==> config.mk <==
export PLATFORM = sky130hd
export DESIGN_NAME = bgff_ctrl
export DESIGN_NICKNAME = d
export VERILOG_FILES = /design/src/rtl/bgff_pkg.sv /design/src/rtl/bgff_ctrl.sv
export SDC_FILE = /design/constraint.sdc
export NUM_CORES = 1
export LEC_CHECK = 0
export BUFFER_PORTS_ARGS = -buffer_cell sky130_fd_sc_hd__buf_2
export CAP_MARGIN = 5
export CORE_UTILIZATION = 35
export DETAILED_ROUTE_END_ITERATION = 8
export PLACE_DENSITY_LB_ADDON = 0.25
export SLEW_MARGIN = 20
export SYNTH_ARGS = -nofsm -noshare
export SYNTH_HDL_FRONTEND = slang
export SYNTH_SLANG_ARGS = --single-unit
==> constraint.sdc <==
create_clock -name clk -period 9 [get_ports clk]
set_input_delay 0.9 -clock clk [delete_from_list [all_inputs] [get_ports clk]]
set_output_delay 0.9 -clock clk [all_outputs]
set_load 0.01 [all_outputs]
==> src/rtl/bgff_pkg.sv <==
// bgff_pkg: shared types, opcodes and default sizes for the grid flood fill block
`default_nettype none

package bgff_pkg;

  // default geometry, handed to the top level parameters
  localparam int GRID_WIDTH_DEF  = 64;
  localparam int GRID_HEIGHT_DEF = 64;
  localparam int QUEUE_DEPTH_DEF = 1024;
  localparam int LABEL_BITS_DEF  = 8;

  // width of the 8-bit payload fields
  localparam int FIELD_BITS = 8;

  // command opcodes
  localparam logic [1:0] OP_WRITE = 2'd0;
  localparam logic [1:0] OP_READ  = 2'd1;
  localparam logic [1:0] OP_FILL  = 2'd2;

  // one command word
  typedef struct packed {
    logic [1:0]            opcode;
    logic [5:0]            cell_x;
    logic [5:0]            cell_y;
    logic [FIELD_BITS-1:0] write_value;
    logic [FIELD_BITS-1:0] region_label;
    logic [FIELD_BITS-1:0] fill_budget;
  } bgff_cmd_t;

  // one result word
  typedef struct packed {
    logic [FIELD_BITS-1:0] read_value;
    logic [FIELD_BITS-1:0] cells_filled;
    logic                  queue_overflow;
  } bgff_result_t;

  // controller to work queue
  typedef struct packed {
    logic clear;
    logic push;
    logic pop;
  } bgff_qcmd_t;

  // work queue to controller
  typedef struct packed {
    logic empty;
    logic full;
  } bgff_qstat_t;

endpackage

`default_nettype wire

==> src/rtl/bgff_ctrl.sv <==
// bgff_ctrl: command sequencer, memory clearing sweep and breadth-first fill engine
`default_nettype none

module bgff_ctrl
  import bgff_pkg::*;
#(
  parameter int GRID_WIDTH  = GRID_WIDTH_DEF,
  parameter int GRID_HEIGHT = GRID_HEIGHT_DEF,
  parameter int LABEL_BITS  = LABEL_BITS_DEF
) (
  input  wire logic         clk,
  input  wire logic         rst,
  input  wire logic         start,
  input  wire bgff_cmd_t    cmd,
  output logic              busy,
  output logic              done,
  output bgff_result_t      result,
  output logic              map_we,
  output logic [$clog2(GRID_WIDTH*GRID_HEIGHT)-1:0] map_waddr,
  output logic [LABEL_BITS-1:0]                     map_wdata,
  output logic [$clog2(GRID_WIDTH*GRID_HEIGHT)-1:0] map_raddr,
  input  wire logic [LABEL_BITS-1:0]                map_rdata,
  output bgff_qcmd_t        q_cmd,
  output logic [$clog2(GRID_WIDTH)+$clog2(GRID_HEIGHT)-1:0] q_wdata,
  input  wire logic [$clog2(GRID_WIDTH)+$clog2(GRID_HEIGHT)-1:0] q_rdata,
  input  wire bgff_qstat_t  q_stat
);

  localparam int XB    = $clog2(GRID_WIDTH);
  localparam int YB    = $clog2(GRID_HEIGHT);
  localparam int CELLS = GRID_WIDTH * GRID_HEIGHT;
  localparam int AB    = $clog2(CELLS);
  localparam int QW    = XB + YB;

  typedef enum logic [2:0] {
    S_CLEAR,
    S_IDLE,
    S_READ,
    S_POP,
    S_POPWAIT,
    S_CHECK,
    S_NB,
    S_NBLAST
  } state_t;

  state_t                state;
  logic [AB-1:0]         clr_addr;
  logic                  rd_inside;
  logic [XB-1:0]         cur_x;
  logic [YB-1:0]         cur_y;
  logic [LABEL_BITS-1:0] label;
  logic [FIELD_BITS-1:0] budget;
  logic [FIELD_BITS-1:0] budget_left;
  logic                  ovf;
  logic [1:0]            nb_k;
  logic                  pend_v;
  logic [XB-1:0]         pend_x;
  logic [YB-1:0]         pend_y;

  logic                  on_grid;
  logic [XB-1:0]         in_x;
  logic [YB-1:0]         in_y;
  logic [XB-1:0]         q_x;
  logic [YB-1:0]         q_y;
  logic [LABEL_BITS-1:0] wr_label;
  logic [LABEL_BITS-1:0] fill_label;
  logic [FIELD_BITS-1:0] rd_byte;
  logic                  nb_ok;
  logic [XB-1:0]         nb_x;
  logic [YB-1:0]         nb_y;
  logic                  fill_end;

  function automatic logic [AB-1:0] cell_addr(input logic [XB-1:0] x,
                                              input logic [YB-1:0] y);
    cell_addr = AB'(AB'(y) * AB'(GRID_WIDTH) + AB'(x));
  endfunction

  assign on_grid = (32'(cmd.cell_x) < 32'(GRID_WIDTH)) &&
                   (32'(cmd.cell_y) < 32'(GRID_HEIGHT));
  assign in_x   = XB'(cmd.cell_x);
  assign in_y   = YB'(cmd.cell_y);
  assign q_x    = q_rdata[XB-1:0];
  assign q_y    = q_rdata[QW-1:XB];
  assign fill_end = q_stat.empty || (budget_left == '0);

  // labels fit to LABEL_BITS, read data cut or padded to the 8-bit field
  always_comb begin
    for (int i = 0; i < LABEL_BITS; i++) begin
      wr_label[i]   = (i < FIELD_BITS) ? cmd.write_value[i] : 1'b0;
      fill_label[i] = (i < FIELD_BITS) ? cmd.region_label[i] : 1'b0;
    end
    for (int i = 0; i < FIELD_BITS; i++) begin
      rd_byte[i] = (i < LABEL_BITS) ? map_rdata[i] : 1'b0;
    end
  end

  // neighbour order: right, left, down, up
  always_comb begin
    nb_ok = 1'b0;
    nb_x  = cur_x;
    nb_y  = cur_y;
    unique case (nb_k)
      2'd0: begin
        nb_ok = (cur_x != XB'(GRID_WIDTH - 1));
        nb_x  = cur_x + XB'(1);
      end
      2'd1: begin
        nb_ok = (cur_x != '0);
        nb_x  = cur_x - XB'(1);
      end
      2'd2: begin
        nb_ok = (cur_y != YB'(GRID_HEIGHT - 1));
        nb_y  = cur_y + YB'(1);
      end
      2'd3: begin
        nb_ok = (cur_y != '0);
        nb_y  = cur_y - YB'(1);
      end
      default: begin
        nb_ok = 1'b0;
      end
    endcase
  end

  always_comb begin
    busy      = (state != S_IDLE);
    map_we    = 1'b0;
    map_waddr = cell_addr(in_x, in_y);
    map_wdata = wr_label;
    map_raddr = cell_addr(in_x, in_y);
    q_cmd     = '0;
    q_wdata   = {in_y, in_x};
    unique case (state)
      S_CLEAR: begin
        map_we    = 1'b1;
        map_waddr = clr_addr;
        map_wdata = '0;
      end
      S_IDLE: begin
        if (start && on_grid && cmd.opcode == OP_WRITE) begin
          map_we = 1'b1;
        end
        if (start && on_grid && cmd.opcode == OP_FILL) begin
          q_cmd.clear = 1'b1;
          q_cmd.push  = 1'b1;
        end
      end
      S_READ: begin
      end
      S_POP: begin
        q_cmd.pop = !fill_end;
      end
      S_POPWAIT: begin
        map_raddr = cell_addr(q_x, q_y);
      end
      S_CHECK: begin
        map_waddr = cell_addr(cur_x, cur_y);
        map_wdata = label;
        map_we    = (map_rdata == '0);
      end
      S_NB, S_NBLAST: begin
        map_raddr  = cell_addr(nb_x, nb_y);
        q_wdata    = {pend_y, pend_x};
        q_cmd.push = pend_v && (map_rdata == '0);
      end
      default: begin
      end
    endcase
  end

  always_ff @(posedge clk) begin
    if (rst) begin
      state       <= S_CLEAR;
      clr_addr    <= '0;
      done        <= 1'b0;
      budget_left <= '0;
      ovf         <= 1'b0;
      nb_k        <= '0;
      pend_v      <= 1'b0;
    end else begin
      done <= 1'b0;
      unique case (state)
        S_CLEAR: begin
          clr_addr <= clr_addr + AB'(1);
          if (clr_addr == AB'(CELLS - 1)) begin
            state <= S_IDLE;
          end
        end
        S_IDLE: begin
          if (start) begin
            unique case (cmd.opcode)
              OP_READ: begin
                rd_inside <= on_grid;
                state     <= S_READ;
              end
              OP_FILL: begin
                if (on_grid) begin
                  label       <= fill_label;
                  budget      <= cmd.fill_budget;
                  budget_left <= cmd.fill_budget;
                  ovf         <= 1'b0;
                  state       <= S_POP;
                end else begin
                  done   <= 1'b1;
                  result <= '0;
                end
              end
              default: begin
                done   <= 1'b1;
                result <= '0;
              end
            endcase
          end
        end
        S_READ: begin
          done                  <= 1'b1;
          result.read_value     <= rd_inside ? rd_byte : '0;
          result.cells_filled   <= '0;
          result.queue_overflow <= 1'b0;
          state                 <= S_IDLE;
        end
        S_POP: begin
          if (fill_end) begin
            done                  <= 1'b1;
            result.read_value     <= '0;
            result.cells_filled   <= budget - budget_left;
            result.queue_overflow <= ovf;
            state                 <= S_IDLE;
          end else begin
            state <= S_POPWAIT;
          end
        end
        S_POPWAIT: begin
          cur_x <= q_x;
          cur_y <= q_y;
          state <= S_CHECK;
        end
        S_CHECK: begin
          if (map_rdata != '0) begin
            state <= S_POP;
          end else begin
            nb_k   <= '0;
            pend_v <= 1'b0;
            state  <= S_NB;
          end
        end
        S_NB: begin
          if (q_cmd.push && q_stat.full) begin
            ovf <= 1'b1;
          end
          pend_v <= nb_ok;
          pend_x <= nb_x;
          pend_y <= nb_y;
          nb_k   <= nb_k + 2'd1;
          if (nb_k == 2'd3) begin
            state <= S_NBLAST;
          end
        end
        S_NBLAST: begin
          if (q_cmd.push && q_stat.full) begin
            ovf <= 1'b1;
          end
          pend_v      <= 1'b0;
          budget_left <= budget_left - FIELD_BITS'(1);
          state       <= S_POP;
        end
        default: begin
          state <= S_IDLE;
        end
      endcase
    end
  end

  a_pop_nonempty: assert property (@(posedge clk) disable iff (rst)
    q_cmd.pop |-> !q_stat.empty)
    else $error("pop from empty work queue");

  a_no_push_pop: assert property (@(posedge clk) disable iff (rst)
    !(q_cmd.push && q_cmd.pop))
    else $error("push and pop in one cycle");

  a_paint_once: assert property (@(posedge clk) disable iff (rst)
    (state == S_NBLAST) |=> budget_left == $past(budget_left) - FIELD_BITS'(1))
    else $error("budget not charged for painted cell");

  a_no_done_in_clear: assert property (@(posedge clk) disable iff (rst)
    (state == S_CLEAR) |-> !done)
    else $error("result during clearing sweep");

endmodule

`default_nettype wire

Yosys cells after proc, flatten, opt, wreduce, memory -nomap -nowiden
Index checks and enable logic that the tools add are counted.

word-level totals
  input bits = 63
  word-level logic and storage cells = 123
  output and inout bits = 67
  bits in registers = 85

operators by class
  reduce and logical (&&, ||, !) cells = 30
  add/sub/neg operators = 12
  multiplexer cells = 39
  equal/unequal tests = 25
  bitwise operators = 1

operator list
  operator               count
  $mux 17                3
  $pmux 17 s3            1
  $add 12x6->12          4
  $pmux 12 s2            2
  $pmux 8 s2             2
  $pmux 3 s8             1
  $pmux 6 s2             2
  $logic_not 8->1        2
  $mux 8                 2
  $mux 3                 5
  $ne 2x2->1 const B     7
  $add 12x1->12 const B  1
  $add 6x1->6 const B    2
  $eq 12x12->1 const B   1
  $eq 3x3->1 const B     4
  $mux 12                1
  $ne 6x6->1 const B     2
  $reduce_and 4->1       3
  $reduce_bool 6->1      2
  $sub 6x1->6 const B    2
  $mux 1                 10
  $pmux 1 s3             3
  $reduce_and 2->1       4
  $reduce_bool 8->1      1
  26 further kinds       40

Logic depth before layout (Yosys ltp)
  word-level depth = 7
  mapped depth = 10
  depth with buffers taken out = 9

Worst setup path after synthesis
No wires, ideal clock.

  kind = input to register
  start = input port cmd[36] (netlist name)
  end = register result[0] (netlist name), enable pin
  arrival = 3027 ps
  required time = 8565 ps
  stages = 5
  library setup time = 435 ps
  slack = 5538 ps
  buffers on the path = 0
  path through = inv_1 ha_1 inv_1 a31oi_1 nor4_1

on the way
  cells in the longest elaborated chain, start to end = 4
  elaborated cells between the ends (all ways) = 5
  those cells by class = 3 x eq/ne; 2 x reduce/logical

RTL lines
  element                                   line              text
  start: declaration                        bgff_ctrl.sv:14   input wire bgff_cmd_t cmd,
  $eq 2x2->1 or $eq 2x1->1 (tied branches)  bgff_ctrl.sv:191  unique case (cmd.opcode)
  $reduce_or 2->1 (no line) (*)             --
  $ne 2x2->1 (no line) (*)                  --
  $reduce_and 5->1 (no line) (*)            --
  end: declaration                          bgff_ctrl.sv:17   output bgff_result_t result,

Every way passes the cells marked *; elsewhere a longest branch is shown, timed or not.
A chain may end at the register's enable or synchronous reset.

Worst setup path in the final report
  start = register nb_k[1]
  end = output port map_raddr[4]

on the way
  cells in the longest elaborated chain, start to end = 4
  elaborated cells between the ends (all ways) = 5
  those cells by class = 1 x add/sub; 1 x eq/ne; 2 x mux; 1 x reduce/logical

RTL lines
  element                                        line              text
  start: declaration                             bgff_ctrl.sv:55   logic [1:0] nb_k;
  start signal: assignment                       bgff_ctrl.sv:254  nb_k <= nb_k + 2'd1;
  $eq 2x1->1 or $logic_not 2->1 (tied branches)  bgff_ctrl.sv:102  unique case (nb_k)
  $pmux 6 s2 (*)                                 bgff_ctrl.sv:102
  named net nb_x[4]                              bgff_ctrl.sv:69   logic [XB-1:0] nb_x;
  $add 12x6->12 (*)                              bgff_ctrl.sv:75   cell_addr = AB'(AB'(y) * AB'(GRID_WIDTH) + AB'(x));
  $pmux 12 s2 (*)                                bgff_ctrl.sv:133  unique case (state)
  end: declaration                               bgff_ctrl.sv:21   output logic [$clog2(GRID_WIDTH*GRID_HEIGHT)-1:0] map_raddr,

The timed path passes the listed nets; every way through them passes the cells marked *.

==> out/qor.txt <==
GRT Total Usage - 19.2%
YS warnings - 0
DRC - 8
RSZ-0062 raised after global routing - false
Peak VDD IR - 0.0905 mV
Post-CTS Hold Buffers - 0
largest net degree at the start of global routing - 42
asr flop ratio synth - 0%
Synth Instances - 602
PortBufs - 129
area of the die - 15800 µm²
first-iteration detailed-routing DRC count - 291
max-slew violation count - 0
CP startpoint kind - flip-flop
vias per cell - 5.43
Cell variety after synth - 59
Psw - 186 µW
Fin. Hold Viols - 0
routed via count - 4861
n_diodes - 0
Starting Density - 36.4%
status - complete, but fails checks
most common cell in the netlist - nand2_1
leak pwr - 2.52 nW
Syn Area/Cell - 8.88 µm²
register area share after synthesis - 42.5%
Post-synth top cells - nand2_1, edfxtp_1, nor2_1
Avg WL per Cell - 16.9 µm
clk sink count - 85
setup bufs post-CTS - 0
Int Pwr - 623 µW
root buffer cell - clkbuf_16
Critical Path End Type - output pin
worst rel slew slack - 37.9%
min Tclk post-route - 3.85 ns
CTS tree - done
clock network power share - 42.1%
insertion delay to the later sink of the worst-skew pair - 0.35 ns
Highest Clock Rate - 0.259 GHz
CP max FO - 10
hold path cells - 2
min-delay worst type - reg -> reg
critical path class - reg -> out
FF/Latch Area - 2270 µm²
clk_skew - 0.00786 ns
dpl cells - 879
share of cells above drive strength 1 - 23.1%
Design Power - 809 µW
DIE HEIGHT - 126 µm
Sw Share - 23.0%
r2r endpoint - result[4]
syn_nets - 686
GP Congestion - 0.913
Reg clk slew, reported paths - 0.06 ns
H-tree depth - 3
Yosys reg bits - 85
maximum clock insertion buffer count - 2
IO Pins - 130
Yosys top cell area share - 32.0%
vias in the first global route - 4557
combinational group share of total power - 6.4%
P&R area growth vs syn - 17.9%
Maximum Capacitance Violations - 0
Total Neg Setup Slack - 0 ns
Power Dens Cells - 128 nW/µm²
hold path start - ovf
Sequential Power Share - 51.5%
Layout Nets - 790
Post-Route WL - 15100 µm
worst reg-to-reg path cell count - 5
top cell type by total area after synthesis - edfxtp_1
Primary FF master, synth - edfxtp_1
mapped cell area - 5350 µm²
Final period util - 42.8%
global-route wire length before repair - 23800 µm
multi-input logic area - 2730 µm²
post-detail-place hpwl - 11200 µm
Core ar. - 14700 µm²
worst slew pin tran - 0.932 ns
number of synthesized flops with an enable pin - 57
initial antenna violation count - 0
Die X-Extent - 126 µm
Fill cells - 1455
cts bufs inserted - 9
leading cell types by total area after synthesis - edfxtp_1, dfxtp_1, ha_1
Final Non-Filler Cells - 895
first drt pass iteration count - 7
# rows - 44
grt ovf - 0
post-CTS sizing - 0
WP data required - 8.10 ns
hold endpoint - ovf
post-route ant nets - 0
reg-to-reg startpoint - state[0]
Final Core Density - 42.9%
count of final setup violators - 0
Worst R2R Setup Slack - 6.50 ns
CP arrival - 2.95 ns
failing checks - design-rule violations
per-layer routing:
layer | wire, µm | global-route usage [%]
met1 | 7020 | 25.4
met2 | 7070 | 31.2
met3 | 770 | 3.61
met4 | 266 | 7.46
met5 | 0 | 0
state kept, by name, indices dropped and copies added, names as in the netlist:
name / count
done: 1
budget: 8
pend_v: 1
label: 8
pend_y: 6
pend_x: 6
clr_addr: 12
cur_x: 6
state: 3
ovf: 1
nb_k: 2
cur_y: 6
budget_left: 8
result: 17
cells in the final DEF (no fill, tap or decap), drive strengths merged, types with 8 or more instances in the layout:
cell    count
xnor2      13
a21oi      49
buf       136
nand2      66
nand2b      8
o22ai      27
ha         20
dfxtp      28
nor2b      17
nor3       21
xor2       11
nand3      10
inv        30
o21ai      36
clkbuf     10
edfxtp     57
and2       11
nand4      10
nor2       53
metrics by stage:
| step | cell area [µm²] | hold slack, ns | worst slack [ns] |
|---|---|---|---|
| 2_1_floorplan | 5350 | 0.428 | 5.54 |
| 3_3_place_gp | 6050 | 0.445 | 5.58 |
| 3_5_place_dp | 6050 | 0.468 | 5.52 |
| 4_1_cts | 6310 | 0.477 | 5.13 |
| 5_1_grt | 6310 | 0.495 | 4.92 |
| 6_report | 6310 | 0.476 | 5.15 |
cell type report:
cell class | instances | area share [%]
clock inverters | 6 | 0.476
repair buffers | 136 | 11.1
flip-flops and latches | 85 | 36.0
inverters | 30 | 1.79
clock buffers | 10 | 3.63
well taps | 184 | 3.65
multi-input cells | 444 | 43.3
worst max-delay path by stage:
stage,from,to,slack (ns),cells after the start
2_1_floorplan,cmd[36],result[0],5.54,5
3_3_place_gp,map_rdata[4],map_we,5.58,6
3_5_place_dp,nb_k[1],map_raddr[4],5.52,10
4_1_cts,nb_k[1],map_raddr[4],5.13,10
5_1_grt,nb_k[1],map_raddr[4],4.92,10
6_report,nb_k[1],map_raddr[4],5.15,10
critical path, stage by stage (launching register included):
cell and delay (ns):
dfxtp_1 0.44, inv_1 0.11, ha_1 0.32, xor2_1 0.21
ha_1 0.26, nor2b_1 0.15, o32a_1 0.29, a21oi_1 0.19
xor2_1 0.28, o221a_2 0.24, buf_2 0.12
kinds of logic (layout without fill, tap and decap cells):
logic type,Yosys count,after routing,share of synthesized area [%]
compound gates,170,170,20.2
fa+ha+maj,21,21,5.05
buf+inv,73,182,6.50
xor+xnor,24,24,3.93
mux,6,6,1.17
flops,85,85,42.5
simple gates,223,223,20.7
power by group through the flow:
stage | sequential [mW] | combinational, mW | clock, mW
floorplan | 0.424 | 0.0222 | 0
global placement | 0.425 | 0.0509 | 0
detailed placement | 0.425 | 0.0514 | 0
CTS | 0.416 | 0.0517 | 0.348
global route | 0.416 | 0.0561 | 0.363
finish | 0.416 | 0.0518 | 0.341
Note: power is estimated with default switching activity, not from simulation.
